[src/rtl/thb_pkg.sv]
// ---------------------------------------------------------------------------
// thb_pkg
// Types, widths and codes shared by the thermistor heater modules.
// ---------------------------------------------------------------------------
package thb_pkg;

	localparam int unsigned TABLE_DEPTH_DEF = 64;

	localparam int unsigned RAW_W  = 14;   // table raw value and sensor sums
	localparam int unsigned TEMP_W = 11;   // table temperature, signed
	localparam int unsigned MAG_W  = 26;   // magnitude of the interpolation numerator
	localparam int unsigned CFG_W  = 16;   // widest configuration register
	localparam int unsigned CFG_AW = 3;

	localparam logic signed [15:0] SETPOINT_RESET = 16'sd25;
	localparam logic [6:0]         ENTRIES_RESET  = 7'd2;

	localparam logic [CFG_AW-1:0] REG_SETPOINT_ONE  = 3'd0;
	localparam logic [CFG_AW-1:0] REG_SETPOINT_TWO  = 3'd1;
	localparam logic [CFG_AW-1:0] REG_ENABLE_ONE    = 3'd2;
	localparam logic [CFG_AW-1:0] REG_ENABLE_TWO    = 3'd3;
	localparam logic [CFG_AW-1:0] REG_TABLE_ENTRIES = 3'd4;

	localparam logic KIND_WRITE = 1'b0;
	localparam logic KIND_TICK  = 1'b1;

	typedef struct packed {
		logic [RAW_W-1:0]         raw;
		logic signed [TEMP_W-1:0] temp;
	} entry_t;

	typedef struct packed {
		logic             start;
		logic [MAG_W-1:0] num_mag;
		logic [RAW_W-1:0] den_mag;
	} div_req_t;

	typedef struct packed {
		logic             done;
		logic [MAG_W-1:0] quot;
	} div_rsp_t;

	typedef enum logic [2:0] {
		ST_IDLE,
		ST_SCAN,
		ST_MUL_A,
		ST_MUL_B,
		ST_DIV_GO,
		ST_DIV_WAIT,
		ST_OUT
	} state_t;

endpackage

[src/rtl/thb_table_mem.sv]
// ---------------------------------------------------------------------------
// thb_table_mem
// Thermistor table store: one write port, one registered read port.
// ---------------------------------------------------------------------------
module thb_table_mem #(
	parameter int unsigned DEPTH = thb_pkg::TABLE_DEPTH_DEF,
	parameter int unsigned AW    = 6
) (
	input  logic                  clk,
	input  logic                  wr_en,
	input  logic [AW-1:0]         wr_addr,
	input  thb_pkg::entry_t       wr_data,
	input  logic                  rd_en,
	input  logic [AW-1:0]         rd_addr,
	output thb_pkg::entry_t       rd_data
);

	thb_pkg::entry_t mem [DEPTH];
	thb_pkg::entry_t rd_data_q;

	always_ff @(posedge clk) begin
		if (wr_en) begin
			mem[wr_addr] <= wr_data;
		end
	end

	always_ff @(posedge clk) begin
		if (rd_en) begin
			rd_data_q <= mem[rd_addr];
		end
	end

	assign rd_data = rd_data_q;

endmodule

[src/rtl/thb_divider.sv]
// ---------------------------------------------------------------------------
// thb_divider
// Unsigned restoring divider, one quotient bit per cycle.
// ---------------------------------------------------------------------------
module thb_divider (
	input  logic              clk,
	input  logic              arst_n,
	input  thb_pkg::div_req_t req,
	output thb_pkg::div_rsp_t rsp
);

	localparam int unsigned MW = thb_pkg::MAG_W;
	localparam int unsigned DW = thb_pkg::RAW_W;
	localparam int unsigned CNTW = $clog2(MW + 1);

	logic [DW-1:0]   rem_q;
	logic [MW-1:0]   quo_q;
	logic [DW-1:0]   den_q;
	logic [CNTW-1:0] cnt_q;
	logic            busy_q;
	logic            done_q;

	logic [DW:0]     trial;
	logic            fits;
	logic [DW:0]     diff;

	always_comb begin
		trial = {rem_q, quo_q[MW-1]};
		fits  = (trial >= {1'b0, den_q});
		diff  = trial - {1'b0, den_q};
	end

	always_ff @(posedge clk or negedge arst_n) begin
		if (!arst_n) begin
			busy_q <= 1'b0;
			done_q <= 1'b0;
			cnt_q  <= '0;
		end else if (req.start) begin
			busy_q <= 1'b1;
			done_q <= 1'b0;
			cnt_q  <= CNTW'(MW);
		end else if (busy_q) begin
			cnt_q <= cnt_q - CNTW'(1);
			if (cnt_q == CNTW'(1)) begin
				busy_q <= 1'b0;
				done_q <= 1'b1;
			end
		end else begin
			done_q <= 1'b0;
		end
	end

	// remainder stays below the divisor, so it fits the divisor width
	always_ff @(posedge clk) begin
		if (req.start) begin
			rem_q <= '0;
			quo_q <= req.num_mag;
			den_q <= req.den_mag;
		end else if (busy_q) begin
			rem_q <= fits ? diff[DW-1:0] : trial[DW-1:0];
			quo_q <= {quo_q[MW-2:0], fits};
		end
	end

	assign rsp.done = done_q;
	assign rsp.quot = quo_q;

endmodule

[src/rtl/thermistor_bang_bang_heater.sv]
// Sequence: a table write gives no beat; a tick walks the table once per sensor,
//   multiplies and divides when the sum falls inside a segment, then gives its beat.
// Throughput: one item at a time; a tick holds the input until its beat is loaded,
//   a hold set by the single table read port walked once per sensor
//   and the bit-serial divider; a stalled output beat adds its stall on top.
// Reset: arst_n returns control state and configuration to their reset values; the table is not cleared.
// ---------------------------------------------------------------------------
// thermistor_bang_bang_heater
// Two-channel on/off heater thermostat with a shared thermistor lookup table.
// ---------------------------------------------------------------------------
module thermistor_bang_bang_heater #(
	parameter int unsigned TABLE_DEPTH = thb_pkg::TABLE_DEPTH_DEF
) (
	input  logic                              clk,
	input  logic                              arst_n,

	// configuration write port
	input  logic                              cfg_wr_en,
	input  logic [thb_pkg::CFG_AW-1:0]        cfg_addr,
	input  logic [thb_pkg::CFG_W-1:0]         cfg_wdata,

	// input channel
	input  logic                              in_valid,
	output logic                              in_stall,
	input  logic                              kind,
	input  logic [5:0]                        entry_index,
	input  logic [thb_pkg::RAW_W-1:0]         entry_raw,
	input  logic signed [thb_pkg::TEMP_W-1:0] entry_temp,
	input  logic [thb_pkg::RAW_W-1:0]         sensor_sum_one,
	input  logic [thb_pkg::RAW_W-1:0]         sensor_sum_two,

	// output channel
	output logic                              out_valid,
	input  logic                              out_stall,
	output logic signed [7:0]                 temp_one,
	output logic signed [7:0]                 temp_two,
	output logic                              drive_one,
	output logic                              drive_two,
	output logic                              reached_one,
	output logic                              reached_two
);

	localparam int unsigned IDXW = (TABLE_DEPTH > 1) ? $clog2(TABLE_DEPTH) : 1;
	// widths wide enough to hold TABLE_DEPTH itself for the range checks
	localparam int unsigned CW   = (IDXW + 1 > 7) ? IDXW + 1 : 7;
	localparam int unsigned WCW  = (IDXW + 1 > 6) ? IDXW + 1 : 6;
	localparam int unsigned RW   = thb_pkg::RAW_W;
	localparam int unsigned TW   = thb_pkg::TEMP_W;
	localparam int unsigned MW   = thb_pkg::MAG_W;
	localparam int unsigned NW   = MW + 1;     // signed numerator
	localparam int unsigned DNW  = RW + 1;     // signed raw difference
	localparam int unsigned BW   = TW + 1;     // signed temperature difference

	// -----------------------------------------------------------------------
	// Saturation helpers
	// -----------------------------------------------------------------------
	function automatic logic signed [7:0] sat_temp(input logic signed [TW-1:0] t);
		logic signed [7:0] r;
		begin
			if (t > TW'(127)) begin
				r = 8'sd127;
			end else if (t < -TW'(128)) begin
				r = -8'sd128;
			end else begin
				r = t[7:0];
			end
			return r;
		end
	endfunction

	// truncated quotient, sign applied afterwards so it rounds toward zero
	function automatic logic signed [7:0] sat_quot(input logic neg, input logic [MW-1:0] q);
		logic signed [7:0] r;
		begin
			if (!neg) begin
				r = (q > MW'(127)) ? 8'sd127 : q[7:0];
			end else begin
				r = (q > MW'(128)) ? -8'sd128 : 8'(~q[7:0] + 8'd1);
			end
			return r;
		end
	endfunction

	// -----------------------------------------------------------------------
	// Configuration registers
	// -----------------------------------------------------------------------
	logic signed [15:0] setpoint_one_q;
	logic signed [15:0] setpoint_two_q;
	logic               enable_one_q;
	logic               enable_two_q;
	logic [6:0]         table_entries_q;

	always_ff @(posedge clk or negedge arst_n) begin
		if (!arst_n) begin
			setpoint_one_q  <= thb_pkg::SETPOINT_RESET;
			setpoint_two_q  <= thb_pkg::SETPOINT_RESET;
			enable_one_q    <= 1'b0;
			enable_two_q    <= 1'b0;
			table_entries_q <= thb_pkg::ENTRIES_RESET;
		end else if (cfg_wr_en) begin
			case (cfg_addr)
				thb_pkg::REG_SETPOINT_ONE:  setpoint_one_q  <= cfg_wdata;
				thb_pkg::REG_SETPOINT_TWO:  setpoint_two_q  <= cfg_wdata;
				thb_pkg::REG_ENABLE_ONE:    enable_one_q    <= cfg_wdata[0];
				thb_pkg::REG_ENABLE_TWO:    enable_two_q    <= cfg_wdata[0];
				thb_pkg::REG_TABLE_ENTRIES: table_entries_q <= cfg_wdata[6:0];
				default: ;  // writes to unused indexes are dropped
			endcase
		end
	end

	// Clamp the entry count to 2..TABLE_DEPTH and derive the last index walked.
	logic [CW-1:0]   n_ext;
	logic [CW-1:0]   n_clamp;
	logic [CW-1:0]   n_last_ext;
	logic [IDXW-1:0] n_last;

	always_comb begin
		n_ext   = CW'(table_entries_q);
		n_clamp = n_ext;
		if (n_ext < CW'(2)) begin
			n_clamp = CW'(2);
		end else if (n_ext > CW'(TABLE_DEPTH)) begin
			n_clamp = CW'(TABLE_DEPTH);
		end
		n_last_ext = n_clamp - CW'(1);
		n_last     = n_last_ext[IDXW-1:0];
	end

	// -----------------------------------------------------------------------
	// Input handshake and table writes
	// -----------------------------------------------------------------------
	thb_pkg::state_t state_q;
	thb_pkg::state_t state_d;

	logic            in_accept;
	logic [WCW-1:0]  wr_idx_ext;
	logic            wr_en;
	thb_pkg::entry_t wr_data;

	assign in_stall   = (state_q != thb_pkg::ST_IDLE);
	assign in_accept  = in_valid && !in_stall;
	assign wr_idx_ext = WCW'(entry_index);
	// writes beyond the table depth are dropped
	assign wr_en      = in_accept && (kind == thb_pkg::KIND_WRITE)
	                    && (wr_idx_ext < WCW'(TABLE_DEPTH));
	assign wr_data    = '{raw: entry_raw, temp: entry_temp};

	// -----------------------------------------------------------------------
	// Table memory: written by table beats, streamed by the scan
	// -----------------------------------------------------------------------
	logic            rd_en;
	logic [IDXW-1:0] rd_addr_q;
	thb_pkg::entry_t rd_data;

	thb_table_mem #(
		.DEPTH (TABLE_DEPTH),
		.AW    (IDXW)
	) u_mem (
		.clk     (clk),
		.wr_en   (wr_en),
		.wr_addr (wr_idx_ext[IDXW-1:0]),
		.wr_data (wr_data),
		.rd_en   (rd_en),
		.rd_addr (rd_addr_q),
		.rd_data (rd_data)
	);

	// -----------------------------------------------------------------------
	// Conversion datapath
	// -----------------------------------------------------------------------
	logic [RW-1:0]         sum_one_q;
	logic [RW-1:0]         sum_two_q;
	logic                  ch_q;          // 0 converts sensor one, 1 sensor two
	logic                  rd_vld_s1;     // rd_data holds entry rd_idx_s1
	logic [IDXW-1:0]       rd_idx_s1;
	logic [RW-1:0]         prev_raw_q;    // entry i-1
	logic signed [TW-1:0]  prev_temp_q;
	logic signed [TW-1:0]  hi_temp_q;     // entry i
	logic signed [DNW-1:0] den_q;
	logic signed [NW-1:0]  prod_q;
	logic signed [NW-1:0]  part_q;
	logic                  neg_q;
	logic signed [7:0]     temp_one_q;
	logic signed [7:0]     temp_two_q;

	logic [RW-1:0]         sum_cur;
	logic                  hit;
	logic                  last;
	logic                  scan_done;
	logic signed [DNW-1:0] den_d;
	logic                  den_zero;

	always_comb begin
		sum_cur   = ch_q ? sum_two_q : sum_one_q;
		hit       = rd_vld_s1 && (rd_idx_s1 != '0) && (rd_data.raw > sum_cur);
		last      = rd_vld_s1 && (rd_idx_s1 != '0) && !hit && (rd_idx_s1 == n_last);
		scan_done = hit || last;
		den_d     = $signed({1'b0, rd_data.raw}) - $signed({1'b0, prev_raw_q});
		den_zero  = (den_d == '0);
	end

	// One shared multiplier: t0 * den first, then (sum - r0) * (t1 - t0).
	logic signed [DNW-1:0] mul_a;
	logic signed [BW-1:0]  mul_b;
	logic signed [NW-1:0]  mul_p;

	always_comb begin
		if (state_q == thb_pkg::ST_MUL_A) begin
			mul_a = den_q;
			mul_b = BW'(prev_temp_q);
		end else begin
			mul_a = $signed({1'b0, sum_cur}) - $signed({1'b0, prev_raw_q});
			mul_b = BW'(hi_temp_q) - BW'(prev_temp_q);
		end
		mul_p = NW'(mul_a * mul_b);
	end

	// Numerator sum and divider request
	logic signed [NW-1:0] num;
	logic [NW-1:0]        num_abs;
	logic [DNW-1:0]       den_abs;
	thb_pkg::div_req_t    div_req;
	thb_pkg::div_rsp_t    div_rsp;

	always_comb begin
		num             = part_q + prod_q;
		num_abs         = num[NW-1] ? NW'(-num) : NW'(num);
		den_abs         = den_q[DNW-1] ? DNW'(-den_q) : DNW'(den_q);
		div_req.start   = (state_q == thb_pkg::ST_DIV_GO);
		div_req.num_mag = num_abs[MW-1:0];
		div_req.den_mag = den_abs[RW-1:0];
	end

	thb_divider u_div (
		.clk    (clk),
		.arst_n (arst_n),
		.req    (div_req),
		.rsp    (div_rsp)
	);

	// -----------------------------------------------------------------------
	// Sequencer
	// -----------------------------------------------------------------------
	logic              ch_finish;
	logic signed [7:0] ch_result;
	logic              out_load;

	always_comb begin
		state_d   = state_q;
		rd_en     = 1'b0;
		ch_finish = 1'b0;
		ch_result = sat_temp(prev_temp_q);
		out_load  = 1'b0;
		case (state_q)
			thb_pkg::ST_IDLE: begin
				if (in_accept && (kind == thb_pkg::KIND_TICK)) begin
					state_d = thb_pkg::ST_SCAN;
				end
			end
			thb_pkg::ST_SCAN: begin
				// keep issuing reads up to the last entry while the walk goes on
				rd_en = (rd_addr_q <= n_last) && !scan_done;
				if (last) begin
					ch_finish = 1'b1;
					ch_result = sat_temp(rd_data.temp);
				end else if (hit && den_zero) begin
					ch_finish = 1'b1;
					ch_result = sat_temp(prev_temp_q);
				end else if (hit) begin
					state_d = thb_pkg::ST_MUL_A;
				end
			end
			thb_pkg::ST_MUL_A: state_d = thb_pkg::ST_MUL_B;
			thb_pkg::ST_MUL_B: state_d = thb_pkg::ST_DIV_GO;
			thb_pkg::ST_DIV_GO: state_d = thb_pkg::ST_DIV_WAIT;
			thb_pkg::ST_DIV_WAIT: begin
				if (div_rsp.done) begin
					ch_finish = 1'b1;
					ch_result = sat_quot(neg_q, div_rsp.quot);
				end
			end
			thb_pkg::ST_OUT: begin
				// hold until the output register is free
				if (!out_valid || !out_stall) begin
					out_load = 1'b1;
					state_d  = thb_pkg::ST_IDLE;
				end
			end
			default: state_d = thb_pkg::ST_IDLE;
		endcase
		if (ch_finish) begin
			state_d = ch_q ? thb_pkg::ST_OUT : thb_pkg::ST_SCAN;
		end
	end

	always_ff @(posedge clk or negedge arst_n) begin
		if (!arst_n) begin
			state_q   <= thb_pkg::ST_IDLE;
			ch_q      <= 1'b0;
			rd_vld_s1 <= 1'b0;
			rd_addr_q <= '0;
		end else begin
			state_q   <= state_d;
			rd_vld_s1 <= rd_en;
			if (in_accept) begin
				ch_q      <= 1'b0;
				rd_addr_q <= '0;
			end else if (ch_finish) begin
				// restart the walk from entry 0 for the second sensor
				ch_q      <= 1'b1;
				rd_addr_q <= '0;
			end else if (rd_en) begin
				rd_addr_q <= rd_addr_q + IDXW'(1);
			end
		end
	end

	always_ff @(posedge clk) begin
		if (in_accept) begin
			sum_one_q <= sensor_sum_one;
			sum_two_q <= sensor_sum_two;
		end
		rd_idx_s1 <= rd_addr_q;
		if (rd_vld_s1 && !hit) begin
			prev_raw_q  <= rd_data.raw;
			prev_temp_q <= rd_data.temp;
		end
		if (hit) begin
			hi_temp_q <= rd_data.temp;
			den_q     <= den_d;
		end
		if ((state_q == thb_pkg::ST_MUL_A) || (state_q == thb_pkg::ST_MUL_B)) begin
			prod_q <= mul_p;
		end
		if (state_q == thb_pkg::ST_MUL_B) begin
			part_q <= prod_q;
		end
		if (state_q == thb_pkg::ST_DIV_GO) begin
			neg_q <= num[NW-1] ^ den_q[DNW-1];
		end
		if (ch_finish && !ch_q) begin
			temp_one_q <= ch_result;
		end
		if (ch_finish && ch_q) begin
			temp_two_q <= ch_result;
		end
	end

	// -----------------------------------------------------------------------
	// Output register: thermostat decision against the saturated temperature
	// -----------------------------------------------------------------------
	logic              out_valid_q;
	logic signed [7:0] temp_one_o_q;
	logic signed [7:0] temp_two_o_q;
	logic              drive_one_q;
	logic              drive_two_q;
	logic              reached_one_q;
	logic              reached_two_q;
	logic              hot_one;
	logic              hot_two;

	assign hot_one = (16'(temp_one_q) >= setpoint_one_q);
	assign hot_two = (16'(temp_two_q) >= setpoint_two_q);

	always_ff @(posedge clk or negedge arst_n) begin
		if (!arst_n) begin
			out_valid_q <= 1'b0;
		end else if (out_load) begin
			out_valid_q <= 1'b1;
		end else if (!out_stall) begin
			out_valid_q <= 1'b0;
		end
	end

	always_ff @(posedge clk) begin
		if (out_load) begin
			temp_one_o_q  <= temp_one_q;
			temp_two_o_q  <= temp_two_q;
			drive_one_q   <= enable_one_q && !hot_one;
			drive_two_q   <= enable_two_q && !hot_two;
			reached_one_q <= enable_one_q && hot_one;
			reached_two_q <= enable_two_q && hot_two;
		end
	end

	assign out_valid   = out_valid_q;
	assign temp_one    = temp_one_o_q;
	assign temp_two    = temp_two_o_q;
	assign drive_one   = drive_one_q;
	assign drive_two   = drive_two_q;
	assign reached_one = reached_one_q;
	assign reached_two = reached_two_q;

endmodule

[config.mk]
export PLATFORM = sky130hd
export DESIGN_NAME = thermistor_bang_bang_heater
export DESIGN_NICKNAME = d
export VERILOG_FILES = /design/src/rtl/thb_pkg.sv /design/src/rtl/thb_table_mem.sv /design/src/rtl/thb_divider.sv /design/src/rtl/thermistor_bang_bang_heater.sv
export SDC_FILE = /design/constraint.sdc
export NUM_CORES = 2
export LEC_CHECK = 0
export BUFFER_PORTS_ARGS = -buffer_cell sky130_fd_sc_hd__buf_4
export CAP_MARGIN = 15
export CORE_MARGIN = 2
export CORE_UTILIZATION = 25
export DETAILED_ROUTE_END_ITERATION = 8
export SYNTH_ARGS = -nofsm -noshare
export SYNTH_HDL_FRONTEND = slang
export SYNTH_SLANG_ARGS = --single-unit
[constraint.sdc]
create_clock -name clk -period 8.5 [get_ports clk]
set_input_delay 1.7 -clock clk [delete_from_list [all_inputs] [get_ports clk]]
set_output_delay 1.7 -clock clk [all_outputs]
set_load 0.01 [all_outputs]
# Word-level counts from Yosys, hierarchy flattened
# Memory sizes are Yosys's and may differ from the RTL's. A register that Yosys moved wholly into a read port is not among the register bits.
# Index checks and enable logic that the tools add are counted.
# totals
register_bits,290
out_inout_bits,22
input_bits,84
mem_count,1
word_cells,178
ram_bits,1600
# memory_table
name,words,width,rd,rd_clocked_by_memory_dff,wr,line,text
u_mem.mem,64,25,1,1,1,thb_table_mem.sv:18,thb_pkg::entry_t mem [DEPTH];
# classes
addsub,11
reduce_logical,42
multipliers,1
bitwise_logic,3
eq_ne,20
order_cmp,14
n_mux,52
# ops
operator,count
$mux W26,3
$mux W8,9
$mux W14,3
$ge A8 B16 Y1,2
$mux W6,5
$sub A14 B14 Y15,2
$add A27 B27 Y27,1
$mul A15 B12 Y27,1
$gt A26 B7 Y1 const B,1
$gt A26 B8 Y1 const B,1
$neg A26 Y26,1
$gt A11 B8 Y1 const B,2
$lt A11 B8 Y1 const B,2
$mux W3,7
$pmux W3 S7,1
$mux W1,18
$ne A3 B3 Y1 const B,6
$logic_and A1 B1 Y1,17
$pmux W8 S2,1
$ge A15 B14 Y1,1
$logic_not A15 Y1,1
$mux W15,1
$gt A14 B14 Y1,1
$neg A14 Y14,1
31 further kinds,55

# Depth between registers and ports, before layout
# logic_depth
depth_word,13
ltp_mapped,38
mapped_depth_nobuf,36

# Hierarchy
# A second synthesis with hierarchy kept.
# unflattened
hier_cells,5294
area_unflattened_um2,86879.6
# by_module_without_submodules
mod,n_inst,cells_each,area_per_inst_um2,seq_area_each_um2
thb_table_mem,1,2850,62747.7,48796.8
thermistor_bang_bang_heater,1,2170,20873.8,6560.0
thb_divider,1,274,3258.1,1656.6

# Worst setup path after synthesis
# Ideal clock, no wire load.
# synth_timing
path_kind,register to register
from,reg ch_q
to,reg prod_q[26] (data pin)
synth_period_minus_slack_ns,8.386
t_arrival_ns,8.120
setup_time_ns,0.266
stages_incl_launch_ff,37
slack_ns,0.114
required_ns,8.234
path_buffers,3
cell_sequence,dfrtp_1 -> clkbuf_1 -> clkbuf_1 -> mux2i_1 -> ha_1 -> fa_1 -> nor2b_1 -> o21ai_0 -> a21boi_0 -> o21ai_0 -> a21boi_0 -> o21ai_0 -> a21boi_0 -> o21ai_0 -> a211oi_1 -> a21o_1 -> clkbuf_1 -> and2_1 -> fa_1 -> fa_1 -> inv_1 -> fa_1 -> inv_1 -> fa_1 -> inv_1 -> fa_1 -> inv_1 -> ha_1 -> or3_1 -> o211ai_1 -> a21oi_1 -> o21ai_0 -> a21oi_1 -> o22ai_1 -> o21ai_0 -> mux2i_1 -> nand4_1
# synth_via
elab_chain_len,4
# synth_lines
element,line,text
start: declaration,thermistor_bang_bang_heater.sv:174,logic ch_q;
start signal: assignment,thermistor_bang_bang_heater.sv:300,ch_q <= 1'b0;
start signal: assignment,thermistor_bang_bang_heater.sv:307,ch_q <= 1'b0;
start signal: assignment,thermistor_bang_bang_heater.sv:311,ch_q <= 1'b1;
$mux W14,thermistor_bang_bang_heater.sv:195,sum_cur = ch_q ? sum_two_q : sum_one_q;
$sub A14 B14 Y15,thermistor_bang_bang_heater.sv:213,"mul_a = $signed({1'b0, sum_cur}) - $signed({1'b0, prev_raw_q});"
$mux W15,thermistor_bang_bang_heater.sv:209,if (state_q == thb_pkg::ST_MUL_A) begin
$mul A15 B12 Y27,thermistor_bang_bang_heater.sv:216,mul_p = NW'(mul_a * mul_b);
named net mul_p[26],thermistor_bang_bang_heater.sv:206,logic signed [NW-1:0] mul_p;
end signal: assignment,thermistor_bang_bang_heater.sv:334,prod_q <= mul_p;
end: declaration,thermistor_bang_bang_heater.sv:181,logic signed [NW-1:0] prod_q;
# The timed path passes the listed nets, and every way through them passes these cells.
# A chain may end at the register's enable or synchronous reset.

# Worst setup path in the final report
# layout_timing
from,reg ch_q
to,reg prod_q[25] (data pin)
# The elaborated chain is that of the path after synthesis.

==> flow_summary.json <==
{
  "gp_congestion": 0.867,
  "arrival_ns": 8.56,
  "dp_cells": 9395,
  "chipWidth_um": 588,
  "cts_buffers": 193,
  "period_share": 0.944,
  "antenna_found_initial": 31,
  "ys_seq_area_frac": 0.669,
  "dr.pass1.iters": 7,
  "clk_latency_ns": 0.86,
  "synth.ff_latch_count": 1915,
  "cts_tree": "built",
  "drc": 0,
  "cp_data_required_time_ns": 9.04,
  "synth_top_flop_cell": "edfxtp_1",
  "fin_skew_ns": 0.0755,
  "worst-r2r-setup-slack_ns": 0.48,
  "die_area_um2": 346000,
  "dr_total_vias": 44300,
  "r2r-start": "ch_q",
  "core-area_um2": 340000,
  "hpwl_um": 131000,
  "fin_util": 0.291,
  "maxCapViolCount": 0,
  "grtUsageTotal": 0.120,
  "fin_nets": 5510,
  "r2r-end": "prod_q[25]",
  "crit_path_end_kind": "register",
  "syn_area_um2": 85200,
  "hold_class": "register to register",
  "grt_overflow": 0,
  "routed_wl_um": 212000,
  "io_pins": 106,
  "drive_above_1_share": 0.223,
  "hp-start": "u_mem.rd_data[8]",
  "critical-path-max-stage-delay_ns": 0.57,
  "drtIter0Drc": 4081,
  "avgViaCountPerCell": 4.54,
  "start_util": 0.251,
  "clk_path_buf_depth": 4,
  "synth_top_area_share": 0.646,
  "clk_transition_reported_paths_ns": 0.06,
  "min_to": "hi_temp_q[8]",
  "die_y_um": 588,
  "rr_worst_depth": 34,
  "io_buffers": 105,
  "std_cell_rows": 214,
  "wl_per_cell_um": 21.7,
  "syn_inst": 4823,
  "syn-num-nets": 5275,
  "ys_top_cells_by_area": "edfxtp_1 65%, mux4_2 14%, fa_1 4.1%",
  "final_cells": 9754,
  "grt_first_pass_wirelength_um": 309000,
  "grt_pass1_vias": 45200,
  "grt_max_degree": 131,
  "finalHoldViolCount": 0,
  "setup_viol": 0,
  "cts.hold.buffers_added": 0,
  "slew_headroom": 0.276,
  "fillerInstances": 33500,
  "ys_warn_count": 0,
  "drtAntennaViolNets": 0,
  "syn_to_final_growth_pct": 15.8,
  "drv_slew": 0,
  "synth_edf_count": 1835,
  "tightestPinTransition_ns": 1.08,
  "cts.sinks": 1915,
  "critical-path-slowest-cell": "fa_1",
  "rsz0062_at_grt": "false",
  "min_period_ns": 8.02,
  "path_max_fanout": 9,
  "synth_top_area_cell": "edfxtp_1",
  "path_class": "register to register",
  "async_flop_share": 0.0313,
  "synth_cell_types": 80,
  "cp_common_cell": "fa_1",
  "outcome": "completed",
  "cts_root_buffer": "clkbuf_16",
  "avgSynthCellArea_um2": 17.7,
  "max_freq_ghz": 0.125,
  "holdPathStages": 0,
  "critPathLaunchType": "register",
  "cts_max_level": 4,
  "holdWs_ns": 0.450
}
[state kept, by name (all words and copies together), names as in the netlist, 15 cells and up]
| signal | count |
|---|---|
| u_mem.mem | 1600 |
| part_q | 27 |
| prod_q | 27 |
| u_div.quo_q | 26 |
| u_mem.rd_data | 25 |
| setpoint_one_q | 16 |
| setpoint_two_q | 16 |
| den_q | 15 |
[critical path, delay by kind of cell (launching register included)]
family                     cells  cell delay (ns)
AOI/OAI and AO/OA             13             2.19
xor gates and xnor gates       2             0.29
adders and majority gates      7             3.09
buffers and inverters          8             0.88
DFF                            1             0.42
muxes                          1             0.28
and+or+nand+nor                3             0.59
[per-stage QoR]
stage / worst slack [ns] / TNS, ns / cell area, um2
floorplan: 0.114 / 0 / 85200
global placement: 0.0521 / 0 / 92300
detailed placement: -0.00863 / -0.00863 / 92300
CTS: 0.0793 / 0 / 98500
global route: 0.00147 / 0 / 98600
finish: 0.480 / 0 / 98700
[layout make-up]
class                   count  area, um2  share of cell area
clock inverters           109       1190              0.0121
clock buffers             235       5030              0.0510
multi-input cells        2352      26500               0.268
repair buffers            239       1910              0.0193
flip-flops and latches   1915      57000               0.578
well taps                4536       5680              0.0575
diodes                     11       27.5            0.000279
inverters                 357       1340              0.0136
[cell usage after synthesis, drive strengths merged (9+ instances only)]
cell	instances
dfrtp	53
nor3b	9
nor4	13
a21o	41
ha	194
xnor2	89
o31ai	18
nor2b	34
o211ai	13
inv	355
xor2	31
nand3b	10
nand2b	25
and3	16
fa	174
a21boi	19
nand2	300
nand3	36
a211oi	15
dfxtp	20
nor2	218
clkbuf	153
nand4	10
edfxtp	1835
and2	46
mux4	525
a21oi	109
nor3	34
buf	46
o221ai	9
a31oi	18
o21a	19
or2	13
or3	26
mux2i	32
o21ai	148
mux2	15
[timing repair]
item,CTS,global route
endpoints found under the setup margin,2,6
endpoints found under the hold margin,0,0
setup buffers,0,2
resized for setup,3,20
pin swaps,0,5
[worst max path at each step]
stage	startpoint	to	slack, ns	depth (start not counted)
4_1_cts	ch_q	prod_q[26]	0.08	34
2_1_floorplan	ch_q	prod_q[26]	0.11	36
5_1_grt	ch_q	prod_q[25]	0.001	34
3_5_place_dp	ch_q	prod_q[26]	-0.009	32
3_3_place_gp	ch_q	prod_q[26]	0.05	34
6_report	ch_q	prod_q[25]	0.48	34
[placed cells by master (no fill, tap or decap), types with 32 or more instances in the layout]
cell type,Yosys,routed
and2_1,45,45
clkbuf_1,153,39
dfrtp_1,53,48
mux4_2,525,525
inv_1,355,355
xnor2_1,89,88
clkbuf_16,0,194
nor2_2,0,48
a21o_1,41,41
o21ai_0,139,132
clkinv_1,2,38
a21oi_1,109,106
nor3_1,33,32
buf_4,1,230
edfxtp_1,1835,1835
nand2_1,300,298
nor2_1,218,154
nand3_1,36,36
nor2b_1,34,32
fa_1,174,174
ha_1,194,194
[logic make-up (layout without fill, tap and decap cells)]
| family | Yosys count | after routing | share of synthesized area |
|---|---|---|---|
| AOI/OAI and AO/OA | 484 | 484 | 0.0363 |
| xor gates and xnor gates | 120 | 120 | 0.0123 |
| adders and majority gates | 368 | 368 | 0.0693 |
| buffers and inverters | 556 | 940 | 0.0245 |
| DFF | 1915 | 1915 | 0.669 |
| muxes | 572 | 572 | 0.144 |
| other | 0 | 11 | 0 |
| and+or+nand+nor | 808 | 808 | 0.0441 |
[per-layer routing]
metal	track usage	share of wire	wire length, um	vias to the layer above
met5	0	0.00031	65	-
met4	0.0365	0.030	6250	10
met3	0.0215	0.066	14100	313
met2	0.196	0.48	102000	1436
met1	0.161	0.42	89900	23300
li1	-	-	-	19200
Power is left out: the tool's default activity adds up to more than one toggle a clock period on the data nets, which glitch-free logic cannot reach.
